<file path="src/sv/rms_pkg.sv">
// Shared types and constants for the robot mode supervisor.
// Holds the request and result payloads, mode and event codes and the register map.
// No dependencies; every other file imports this package.
package rms_pkg;

  // Encoded mode numbers as they appear in the result.
  localparam logic [2:0] MODE_IDLE   = 3'd0;
  localparam logic [2:0] MODE_LISTEN = 3'd1;
  localparam logic [2:0] MODE_THINK  = 3'd2;
  localparam logic [2:0] MODE_ANSWER = 3'd3;
  localparam logic [2:0] MODE_HAPPY  = 3'd4;
  localparam logic [2:0] MODE_WARN   = 3'd5;
  localparam logic [2:0] MODE_ERROR  = 3'd6;
  localparam logic [2:0] MODE_SLEEP  = 3'd7;

  // Request kinds.
  localparam logic REQ_EVENT = 1'b0;
  localparam logic REQ_TICK  = 1'b1;

  // Emotion values carried by an emotion change event.
  localparam logic [1:0] EMO_HAPPY = 2'd1;
  localparam logic [1:0] EMO_ERROR = 2'd2;

  // Configuration register indexes.
  localparam logic [2:0] CFG_ERROR_RECOVER   = 3'd0;
  localparam logic [2:0] CFG_HAPPY_RECOVER   = 3'd1;
  localparam logic [2:0] CFG_WARNING_RECOVER = 3'd2;
  localparam logic [2:0] CFG_IDLE_SLEEP      = 3'd3;
  localparam logic [2:0] CFG_SLEEP_WAKE      = 3'd4;

  localparam int CFG_IDX_W  = 3;
  localparam int CFG_DATA_W = 32;

  // Supervisor state, one-hot.
  typedef enum logic [7:0] {
    ST_IDLE   = 8'b0000_0001,
    ST_LISTEN = 8'b0000_0010,
    ST_THINK  = 8'b0000_0100,
    ST_ANSWER = 8'b0000_1000,
    ST_HAPPY  = 8'b0001_0000,
    ST_WARN   = 8'b0010_0000,
    ST_ERROR  = 8'b0100_0000,
    ST_SLEEP  = 8'b1000_0000
  } state_t;

  // Event codes.
  typedef enum logic [3:0] {
    EV_LINK_UP       = 4'd0,
    EV_LINK_DOWN     = 4'd1,
    EV_LOW_BATT      = 4'd2,
    EV_CRIT_BATT     = 4'd3,
    EV_CAPTURE_START = 4'd4,
    EV_CAPTURE_STOP  = 4'd5,
    EV_PLAY_START    = 4'd6,
    EV_PLAY_DONE     = 4'd7,
    EV_PLAY_STOP     = 4'd8,
    EV_PLAY_ERROR    = 4'd9,
    EV_LLM_REPLY     = 4'd10,
    EV_CLOUD_ERROR   = 4'd11,
    EV_OBSTACLE      = 4'd12,
    EV_EDGE          = 4'd13,
    EV_FALL          = 4'd14,
    EV_EMOTION       = 4'd15
  } ev_code_t;

  // Request payload.
  typedef struct packed {
    logic       req_type;
    logic [3:0] event_code;
    logic       has_payload;
    logic [1:0] payload_emotion;
  } req_t;

  // Result payload.
  typedef struct packed {
    logic [2:0] mode;
    logic [1:0] mode_changes;
    logic       motor_halt;
    logic       link_up;
  } res_t;

  // Timeout thresholds as seen by the next-state logic.
  typedef struct packed {
    logic [CFG_DATA_W-1:0] error_recover_ms;
    logic [CFG_DATA_W-1:0] happy_recover_ms;
    logic [CFG_DATA_W-1:0] warning_recover_ms;
    logic [CFG_DATA_W-1:0] idle_sleep_ms;
    logic [CFG_DATA_W-1:0] sleep_wake_ms;
  } cfg_t;

  // One-hot state to the encoded mode number.
  function automatic logic [2:0] mode_code(input state_t st);
    logic [2:0] code;
    unique case (st)
      ST_IDLE:   code = MODE_IDLE;
      ST_LISTEN: code = MODE_LISTEN;
      ST_THINK:  code = MODE_THINK;
      ST_ANSWER: code = MODE_ANSWER;
      ST_HAPPY:  code = MODE_HAPPY;
      ST_WARN:   code = MODE_WARN;
      ST_ERROR:  code = MODE_ERROR;
      ST_SLEEP:  code = MODE_SLEEP;
      default:   code = MODE_IDLE;
    endcase
    return code;
  endfunction

endpackage

</file>
<file path="src/sv/rms_cfg.sv">
// Configuration register bank of the robot mode supervisor.
// Five 32-bit timeout thresholds written through a plain write port; uses rms_pkg.
module rms_cfg
  import rms_pkg::*;
(
  input  logic                  clk,
  input  logic                  rst,
  input  logic                  cfg_we,
  input  logic [CFG_IDX_W-1:0]  cfg_index,
  input  logic [CFG_DATA_W-1:0] cfg_data,
  output cfg_t                  cfg
);

  // Registers load their documented defaults on reset; unknown indexes are dropped.
  always_ff @(posedge clk) begin
    if (rst) begin
      cfg.error_recover_ms   <= CFG_DATA_W'(5000);
      cfg.happy_recover_ms   <= CFG_DATA_W'(3000);
      cfg.warning_recover_ms <= CFG_DATA_W'(3000);
      cfg.idle_sleep_ms      <= CFG_DATA_W'(300000);
      cfg.sleep_wake_ms      <= CFG_DATA_W'(1000);
    end else if (cfg_we) begin
      unique case (cfg_index)
        CFG_ERROR_RECOVER:   cfg.error_recover_ms   <= cfg_data;
        CFG_HAPPY_RECOVER:   cfg.happy_recover_ms   <= cfg_data;
        CFG_WARNING_RECOVER: cfg.warning_recover_ms <= cfg_data;
        CFG_IDLE_SLEEP:      cfg.idle_sleep_ms      <= cfg_data;
        CFG_SLEEP_WAKE:      cfg.sleep_wake_ms      <= cfg_data;
        default: ;
      endcase
    end
  end

endmodule

</file>
<file path="src/sv/rms_step.sv">
// Next-state logic of the robot mode supervisor for one request.
// Applies the event table or the tick, then the timeout checks in order; uses rms_pkg.
module rms_step
  import rms_pkg::*;
#(
  parameter int TIMER_BITS = 32
) (
  input  req_t                  req,
  input  cfg_t                  cfg,
  input  state_t                cur_mode,
  input  logic [TIMER_BITS-1:0] cur_elapsed,
  input  logic [TIMER_BITS-1:0] cur_inactive,
  input  logic                  cur_link,
  output state_t                nxt_mode,
  output logic [TIMER_BITS-1:0] nxt_elapsed,
  output logic [TIMER_BITS-1:0] nxt_inactive,
  output logic                  nxt_link,
  output res_t                  res
);

  localparam int CMP_W = (TIMER_BITS > CFG_DATA_W) ? TIMER_BITS : CFG_DATA_W;

  // Event or tick phase, then the five timeout checks run one after another.
  always_comb begin
    state_t                go_tgt;
    logic                  go_en;
    logic                  estop;
    logic [1:0]            cnt;
    logic [CMP_W-1:0]      dur;
    logic [CMP_W-1:0]      ina;
    state_t                st;
    logic [TIMER_BITS-1:0] el;
    logic [TIMER_BITS-1:0] inact;
    logic                  lk;

    st     = cur_mode;
    el     = cur_elapsed;
    inact  = cur_inactive;
    lk     = cur_link;
    cnt    = 2'd0;
    estop  = 1'b0;
    go_en  = 1'b0;
    go_tgt = cur_mode;

    if (req.req_type == REQ_TICK) begin
      // Both timers count milliseconds and saturate at all ones.
      if (el != '1) el = el + TIMER_BITS'(1);
      if (inact != '1) inact = inact + TIMER_BITS'(1);
    end else begin
      inact = '0;
      unique case (ev_code_t'(req.event_code))
        EV_LINK_UP: begin
          lk     = 1'b1;
          go_en  = (st == ST_ERROR);
          go_tgt = ST_IDLE;
        end
        EV_LINK_DOWN: lk = 1'b0;
        EV_LOW_BATT: begin
          go_en  = 1'b1;
          go_tgt = ST_WARN;
        end
        EV_CRIT_BATT: begin
          go_en  = 1'b1;
          go_tgt = ST_SLEEP;
        end
        EV_CAPTURE_START: begin
          go_en  = 1'b1;
          go_tgt = ST_LISTEN;
        end
        EV_CAPTURE_STOP: begin
          go_en  = (st == ST_LISTEN);
          go_tgt = ST_THINK;
        end
        EV_PLAY_START: begin
          go_en  = 1'b1;
          go_tgt = ST_ANSWER;
        end
        EV_PLAY_DONE, EV_PLAY_STOP: begin
          go_en  = (st == ST_ANSWER);
          go_tgt = ST_IDLE;
        end
        EV_PLAY_ERROR: begin
          go_en  = (st == ST_ANSWER);
          go_tgt = ST_ERROR;
        end
        EV_CLOUD_ERROR: begin
          go_en  = (st == ST_THINK);
          go_tgt = ST_ERROR;
        end
        EV_OBSTACLE, EV_EDGE: begin
          go_en  = 1'b1;
          go_tgt = ST_WARN;
          estop  = 1'b1;
        end
        EV_FALL: begin
          go_en  = 1'b1;
          go_tgt = ST_ERROR;
        end
        EV_EMOTION: begin
          go_en  = req.has_payload &&
                   (req.payload_emotion == EMO_HAPPY || req.payload_emotion == EMO_ERROR);
          go_tgt = (req.payload_emotion == EMO_HAPPY) ? ST_HAPPY : ST_ERROR;
        end
        default: ;
      endcase
      // A move to the mode already held is not a change and keeps the timer.
      if (go_en && go_tgt != st) begin
        st  = go_tgt;
        el  = '0;
        cnt = cnt + 2'd1;
      end
    end

    // The recovery checks all compare the mode time taken before any of them.
    dur = CMP_W'(el);
    ina = CMP_W'(inact);

    if (st == ST_ERROR && dur > CMP_W'(cfg.error_recover_ms)) begin
      st  = ST_IDLE;
      el  = '0;
      cnt = cnt + 2'd1;
    end
    if (st == ST_HAPPY && dur > CMP_W'(cfg.happy_recover_ms)) begin
      st  = ST_IDLE;
      el  = '0;
      cnt = cnt + 2'd1;
    end
    if (st == ST_WARN && dur > CMP_W'(cfg.warning_recover_ms)) begin
      st  = ST_IDLE;
      el  = '0;
      cnt = cnt + 2'd1;
    end
    if (st == ST_IDLE && ina > CMP_W'(cfg.idle_sleep_ms)) begin
      st  = ST_SLEEP;
      el  = '0;
      cnt = cnt + 2'd1;
    end
    if (st == ST_SLEEP && ina < CMP_W'(cfg.sleep_wake_ms)) begin
      st  = ST_IDLE;
      el  = '0;
      cnt = cnt + 2'd1;
    end

    nxt_mode         = st;
    nxt_elapsed      = el;
    nxt_inactive     = inact;
    nxt_link         = lk;
    res.mode         = mode_code(st);
    res.mode_changes = cnt;
    res.motor_halt   = estop;
    res.link_up      = lk;
  end

endmodule

</file>
<file path="src/sv/robot_mode_supervisor_fsm_top.sv">
// Robot mode supervisor: one request in, one result out; a request can be accepted
// in every clock cycle while the result channel is not stalled. A request sits in
// the input register while the combinational next-state logic updates the mode,
// timers and link flag and loads the result register, from which the result is
// offered. A stalled result holds the pipeline; the input register then holds the
// next request and raises req_stall.
// Configuration registers may be written at any time the block is idle.
//
// Top level: input register, supervisor state, result register; uses rms_pkg,
// rms_cfg and rms_step.
module robot_mode_supervisor_fsm_top
  import rms_pkg::*;
#(
  parameter int TIMER_BITS = 32
) (
  input  logic                  clk,
  input  logic                  rst,
  input  logic                  req_valid,
  output logic                  req_stall,
  input  req_t                  req_data,
  output logic                  res_valid,
  input  logic                  res_stall,
  output res_t                  res_data,
  input  logic                  cfg_we,
  input  logic [CFG_IDX_W-1:0]  cfg_index,
  input  logic [CFG_DATA_W-1:0] cfg_data
);

  cfg_t                  cfg;
  req_t                  req_q;
  logic                  req_q_valid;
  logic                  advance;
  state_t                cur_mode;
  logic [TIMER_BITS-1:0] mode_elapsed_ms;
  logic [TIMER_BITS-1:0] inactive_ms;
  logic                  link_flag;
  state_t                mode_next;
  logic [TIMER_BITS-1:0] mode_elapsed_ms_next;
  logic [TIMER_BITS-1:0] inactive_ms_next;
  logic                  link_flag_next;
  res_t                  res_next;

  rms_cfg u_cfg (
    .clk       (clk),
    .rst       (rst),
    .cfg_we    (cfg_we),
    .cfg_index (cfg_index),
    .cfg_data  (cfg_data),
    .cfg       (cfg)
  );

  rms_step #(
    .TIMER_BITS (TIMER_BITS)
  ) u_step (
    .req          (req_q),
    .cfg          (cfg),
    .cur_mode     (cur_mode),
    .cur_elapsed  (mode_elapsed_ms),
    .cur_inactive (inactive_ms),
    .cur_link     (link_flag),
    .nxt_mode     (mode_next),
    .nxt_elapsed  (mode_elapsed_ms_next),
    .nxt_inactive (inactive_ms_next),
    .nxt_link     (link_flag_next),
    .res          (res_next)
  );

  // The held request is processed once the result register has room.
  assign advance   = req_q_valid && (!res_valid || !res_stall);
  assign req_stall = req_q_valid && !advance;

  // Input register.
  always_ff @(posedge clk) begin
    if (rst) begin
      req_q_valid <= 1'b0;
    end else if (!req_stall) begin
      req_q_valid <= req_valid;
    end
  end

  always_ff @(posedge clk) begin
    if (!req_stall && req_valid) begin
      req_q <= req_data;
    end
  end

  // Supervisor state moves on exactly when a request is processed.
  always_ff @(posedge clk) begin
    if (rst) begin
      cur_mode        <= ST_IDLE;
      mode_elapsed_ms <= '0;
      inactive_ms     <= '0;
      link_flag       <= 1'b0;
    end else if (advance) begin
      cur_mode        <= mode_next;
      mode_elapsed_ms <= mode_elapsed_ms_next;
      inactive_ms     <= inactive_ms_next;
      link_flag       <= link_flag_next;
    end
  end

  // Result register.
  always_ff @(posedge clk) begin
    if (rst) begin
      res_valid <= 1'b0;
    end else if (advance) begin
      res_valid <= 1'b1;
    end else if (!res_stall) begin
      res_valid <= 1'b0;
    end
  end

  always_ff @(posedge clk) begin
    if (advance) begin
      res_data <= res_next;
    end
  end

endmodule

</file>
<file path="config.mk">
export PLATFORM = sky130hd
export DESIGN_NAME = robot_mode_supervisor_fsm_top
export DESIGN_NICKNAME = d
export VERILOG_FILES = /design/src/sv/rms_pkg.sv /design/src/sv/rms_cfg.sv /design/src/sv/rms_step.sv /design/src/sv/robot_mode_supervisor_fsm_top.sv
export SDC_FILE = /design/constraint.sdc
export NUM_CORES = 1
export LEC_CHECK = 0
export ABC_AREA = 1
export ABC_CLOCK_PERIOD_IN_PS = 4800
export BUFFER_PORTS_ARGS = -buffer_cell sky130_fd_sc_hd__buf_2
export CAP_MARGIN = 5
export CORE_MARGIN = 2
export CORE_UTILIZATION = 45
export CTS_CLUSTER_DIAMETER = 120
export DETAILED_ROUTE_END_ITERATION = 8
export PLACE_DENSITY = 0.62
export SLEW_MARGIN = 15
export SYNTH_ARGS = -nofsm -noshare
export SYNTH_HDL_FRONTEND = slang
export SYNTH_HIERARCHICAL = 1
export SYNTH_SLANG_ARGS = --single-unit
</file>
<file path="constraint.sdc">
create_clock -name clk -period 4.8 [get_ports clk]
set_input_delay 0.48 -clock clk [delete_from_list [all_inputs] [get_ports clk]]
set_output_delay 0.48 -clock clk [all_outputs]
set_load 0.1 [all_outputs]
</file>
### Yosys cells after proc, flatten, opt, wreduce, memory -nomap -nowiden

Index checks and enable logic that the tools add are counted.
Widths: inputs -> output; s select.

| storage, ports and cells | value |
|---|---|
| bits of input ports | 48 |
| word-level logic and storage cells | 135 |
| register bits after elaboration | 250 |

| cells by class | value |
|---|---|
| $add $sub $neg | 7 |
| order comparisons | 5 |
| reduce and logical (&&, ||, !) cells | 29 |
| muxes and demuxes | 35 |
| eq/ne operators | 40 |

Operator list:

| cell | number |
|---|---|
| $mux 32 | 10 |
| $gt 32x32->1 | 4 |
| $add 32x1->32 const B | 2 |
| $mux 8 | 8 |
| $ne 32x32->1 const B | 2 |
| $pmux 8 s8 | 1 |
| $lt 32x32->1 | 1 |
| $eq 4x4->1 const B | 7 |
| $eq 8x7->1 const B | 3 |
| $pmux 3 s7 | 1 |
| $eq 4x3->1 const B | 4 |
| $eq 8x2->1 const B | 2 |
| $eq 8x3->1 const B | 2 |
| $eq 8x4->1 const B | 2 |
| $eq 8x5->1 const B | 2 |
| $eq 8x6->1 const B | 2 |
| $eq 8x8->1 const B | 2 |
| $mux 2 | 6 |
| $reduce_or 3->1 | 4 |
| $add 2x1->2 const B | 5 |
| $logic_and 1x1->1 | 10 |
| $reduce_and 2->1 | 5 |
| $eq 4x2->1 const B | 2 |
| $eq 8x1->1 const B | 1 |
| other kinds (18) | 28 |

### Logic depth before layout (Yosys ltp)

| logic depth | value |
|---|---|
| depth in word-level cells | 25 |
| depth in mapped cells | 42 |
| depth with buffers taken out | 41 |

### By module

The synthesis kept the hierarchy.

Modules (own cells, without submodules):

| module | times used | cells an instance | area each (µm²) |
|---|---|---|---|
| rms_step | 1 | 1343 | 7454.6 |
| rms_cfg | 1 | 879 | 6204.7 |
| robot_mode_supervisor_fsm_top | 1 | 503 | 3804.9 |

### Least setup slack after synthesis

OpenSTA, ideal clock, no wires.

| timing | value |
|---|---|
| kind | reg-to-reg |
| start | register inactive_ms[0] |
| end | register mode_elapsed_ms[11] |
| arrival time | 4776 ps |
| stages on the path, launching flop included | 43 |
| buffers on the path | 1 |
| data required time | 4685 ps |
| slack | -91 ps |
| cell sequence | dfxtp_1 > ha_1 > nand2_1 > inv_1 > nand2_1 > nor2_1 > and2_1 > nand3_1 > nor2_1 > nor2_1 > inv_1 > nor2_1 > inv_1 > nor2_1 > nand2_1 > nor2_1 > inv_1 > nor3_1 > (+7 left out) > nand2_1 > nor2_1 > nand4_1 > a31oi_1 > a2111oi_0 > nand3_1 > nand2_1 > nor2_1 > nand3_1 > o21ai_2 > nand4_4 > nand4_4 > buf_6 > nor2_2 > inv_1 > nand3_1 > nand2_1 > nor2_1 |

| between the ends | value |
|---|---|
| cells in the longest elaborated chain, start to end | 9 |

RTL lines:

| element | RTL line | text |
|---|---|---|
| from (decl) | robot_mode_supervisor_fsm_top.sv:35 | `logic [TIMER_BITS-1:0] inactive_ms;` |
| from (signal assigned) | robot_mode_supervisor_fsm_top.sv:97 | `inactive_ms <= inactive_ms_next;` |
| $add 32x1->32 or $ne 32x32->1 (tied branches) | rms_step.sv:48 | `if (inact != '1) inact = inact + TIMER_BITS'(1);` |
| $mux 32 * | rms_step.sv:48 |  |
| $mux 32 * | rms_step.sv:45 | `if (req.req_type == REQ_TICK) begin` |
| named net inactive_ms_next[29] | robot_mode_supervisor_fsm_top.sv:39 | `logic [TIMER_BITS-1:0] inactive_ms_next;` |
| $gt 32x32->1 | rms_step.sv:133 | `if (st == ST_IDLE && ina > CMP_W'(cfg.idle_sleep_ms)) begin` |
| $logic_and 1x1->1 | rms_step.sv:133 |  |
| $mux 8 | rms_step.sv:133 |  |
| $eq 8x8->1 | rms_step.sv:138 | `if (st == ST_SLEEP && ina < CMP_W'(cfg.sleep_wake_ms)) begin` |
| $logic_and 1x1->1 | rms_step.sv:138 |  |
| $mux 32 * | rms_step.sv:138 |  |
| named net mode_elapsed_ms_next[11] | robot_mode_supervisor_fsm_top.sv:38 | `logic [TIMER_BITS-1:0] mode_elapsed_ms_next;` |
| to (signal assigned) | robot_mode_supervisor_fsm_top.sv:96 | `mode_elapsed_ms <= mode_elapsed_ms_next;` |
| to (decl) | robot_mode_supervisor_fsm_top.sv:34 | `logic [TIMER_BITS-1:0] mode_elapsed_ms;` |

Mark *: on every way through the listed nets, which the timed path passes. The rest lies on a longest branch.
A chain may end at the register's enable or synchronous reset.

==> impl_metrics.tcl <==
set metrics [dict create \
    io_buffer_count 56 \
    synth_seq_cells 250 \
    synth_cells 2725 \
    antenna_found_initial 0 \
    start_util 0.454 \
    p_leak_nw 11.0 \
    crit_buf_inv 8 \
    ant_nets 0 \
    clkPwrFrac 0.367 \
    cts-root-buf "clkbuf_16" \
    grt_pass1_vias 17900 \
    die_h_um 201 \
    fin_crit_ns 5.45 \
    ios 57 \
    nets 3279 \
    seqPwrFrac 0.364 \
    wl_per_cell_um 15.4 \
    tightest_slew_ns 0.922 \
    syn_to_final_growth_pct 29.4 \
    ir_drop_v 0.000278 \
    status "finished, violations left" \
    synth_common_cells "nand2_1 (537), inv_1 (452), nor2_1 (452)" \
    max_stage_delay_ns 0.38 \
    register_area_sq_um 5170 \
    slew-limit-headroom 0.386 \
    tritoncts "built" \
    fin_ws_ns -0.653 \
    drive_gt1_frac 0.224 \
    drc_errors 0 \
    gr-total-overflow 0 \
    syn_area_sq_um 17500 \
    hold_viol_final 0 \
    drv_slew 0 \
    core_sq_um 38500 \
    worstPathMaxFanout 4 \
    required_ns 5.13 \
    clockBufferDepth 3 \
    synth_edf_count 15 \
    violations "negative setup slack" \
    cp_slowest_cell "dfxtp_4" \
    routed_wl_mm 55.5 \
    gp_congestion 0.946 \
    cp.arrival_ns 5.78 \
    fin_skew_ns 0.0228 \
    min_path_type "input pin to flip-flop" \
    crit_family "simple AND/OR/NAND/NOR gates" \
    ys_types 49 \
    synth_area_per_cell_sq_um 6.41 \
    num_rows 72 \
    insertion_delay_ns 0.59 \
    dieArea_sq_um 40400 \
    insertedDiodeCount 0 \
    power_density_nw_per_um2 275 \
    power_mw 6.22 \
    rsz0062_at_grt "true" \
    combPwrFrac 0.269 \
    async_flop_share 0 \
    grt_pass1_wl_mm 88.8 \
    synth_top_area_share 0.269 \
    dominantRegCellSynth "dfxtp_1" \
    dr.pass1.iters 5 \
    netSwitchingPower_mw 2.02 \
    clock_sinks 250 \
    yosys-top-cells-area "dfxtp_1 (27%), ha_1 (12%), nand2_1 (12%), inv_1 (9.7%), nor2_1 (9.7%)" \
    power.internal_mw 4.20 \
    yosys.area.top_type "dfxtp_1" \
    clk_pin_slew_worst_paths_ns 0.06 \
    numCtsBuffers 31 \
    maxCapViolations 0 \
    holdWs_ns 0.0778 \
    fillers 3738 \
    final_core_util 0.587 \
    seq_area_frac_synth 0.295 \
    grt_max_degree 90 \
    crit_type "flip-flop to flip-flop" \
    drt_iter0_drc 1169 \
    synth_fp_nets 2937 \
    ys.warnings.count 6 \
    setup_viol 39 \
    sw_frac_of_total 0.324 \
    fin_crit_sh 1.14 \
    vias_per_cell 5.18 \
    dpl.hpwl_mm 39.2 \
    fmax_mhz 183 \
    synth_most_common_cell "nand2_1" \
    multiInputGateArea_sq_um 10900 \
    cts-htree-levels 1 \
    die_w_um 201 \
    endpoint_kind "flip-flop" \
    cp-start-kind "flip-flop" \
    vias 18700 \
    grtUsageTotal 0.269 \
    finalSetupTns_ns -20.47 \
]
-- through the flow --
| stage | std cells | area [sq um] | setup WS (ns) |
|---|---|---|---|
| global route | 3605 | 22600 | -0.979 |
| floorplan | 2725 | 17500 | 0.0158 |
| detailed placement | 3498 | 20200 | -1.05 |
| global placement | 3498 | 20200 | -1.01 |
| finish | 3605 | 22600 | -0.653 |
| CTS | 3597 | 22200 | -0.430 |
-- cell families after synthesis --
kind of cell,count (synthesis),share of synthesized area
buf+inv,571,0.135
flops,250,0.295
compound gates,275,0.0861
xor+xnor,15,0.00752
mux,2,0.00115
simple gates,1448,0.357
fa+ha+maj,164,0.117
-- worst paths after layout --
kind | endpoint | slack [ns] | start | depth (start not counted)
min | req_q[0] | 0.08 | req_data[0] | 1
max | res_data[5] | -0.65 | mode_elapsed_ms[1] | 39
max reg2reg | res_data[5] | -0.65 | mode_elapsed_ms[1] | 39
min reg2reg | u_cfg/cfg[44] | 0.46 | u_cfg/cfg[44] | 2
-- power by group through the flow --
stage / combinational [mW] / clock, mW / sequential [mW]
2_1_floorplan: 0.842 / 0 / 2.33
3_3_place_gp: 1.38 / 0 / 2.30
3_5_place_dp: 1.41 / 0 / 2.31
4_1_cts: 1.57 / 2.32 / 2.27
5_1_grt: 1.84 / 2.41 / 2.28
6_report: 1.67 / 2.28 / 2.27
-- sequential cells by signal (all words and copies together), names as in the netlist, 7 cells and up --
| signal | count |
|---|---|
| res_data | 7 |
| u_cfg/cfg | 160 |
| mode_elapsed_ms | 32 |
| cur_mode | 8 |
| req_q | 8 |
| inactive_ms | 32 |
-- cells in the final DEF (no fill, tap or decap), drive strengths merged --
master | Yosys | final
nor2 | 477 | 477
o21ai | 57 | 57
a211oi | 8 | 8
or2 | 2 | 2
bufinv | 0 | 1
nand3 | 323 | 323
and2 | 2 | 2
clkinv | 1 | 8
a21oi | 177 | 177
o211ai | 6 | 6
nand4 | 39 | 39
xor2 | 11 | 11
mux2i | 2 | 2
o21bai | 4 | 4
nor3 | 32 | 32
o2111ai | 3 | 3
inv | 461 | 463
nor4 | 15 | 15
nor3b | 2 | 2
edfxtp | 15 | 15
a2111oi | 1 | 1
buf | 87 | 418
a221oi | 1 | 1
dfxtp | 235 | 235
clkbuf | 22 | 42
ha | 164 | 164
nand2 | 544 | 544
a22oi | 1 | 1
nor4b | 3 | 3
xnor2 | 4 | 4
and3 | 2 | 2
clkinvlp | 0 | 1
nand3b | 7 | 7
o21a | 8 | 8
o221ai | 4 | 4
o221a | 1 | 1
a31oi | 4 | 4
-- per-layer routing --
metal	up-vias	share of wire	GRT usage
met5	-	0	0
met3	119	0.055	0.0364
met1	8677	0.45	0.351
met2	501	0.46	0.451
met4	0	0.036	0.101
li1	9359	-	-
-- area by class of cell --
class,instances,area share
timing repair buffer,418,0.139
clock inverter,11,0.00404
multi-input combinational,1904,0.483
tap,518,0.0287
clock buffer,42,0.0389
sequential,250,0.229
inverter,462,0.0771
-- what timing repair did --
action                                  4_1_cts  5_1_grt
hold buffers                                  0        0
gates cloned                                  3        0
endpoints found under the setup margin       42       42
buffers inserted                             44        9
gates resized for setup                     160       96
pin swaps                                    57       57
Note: power is estimated with default switching activity, not from simulation.
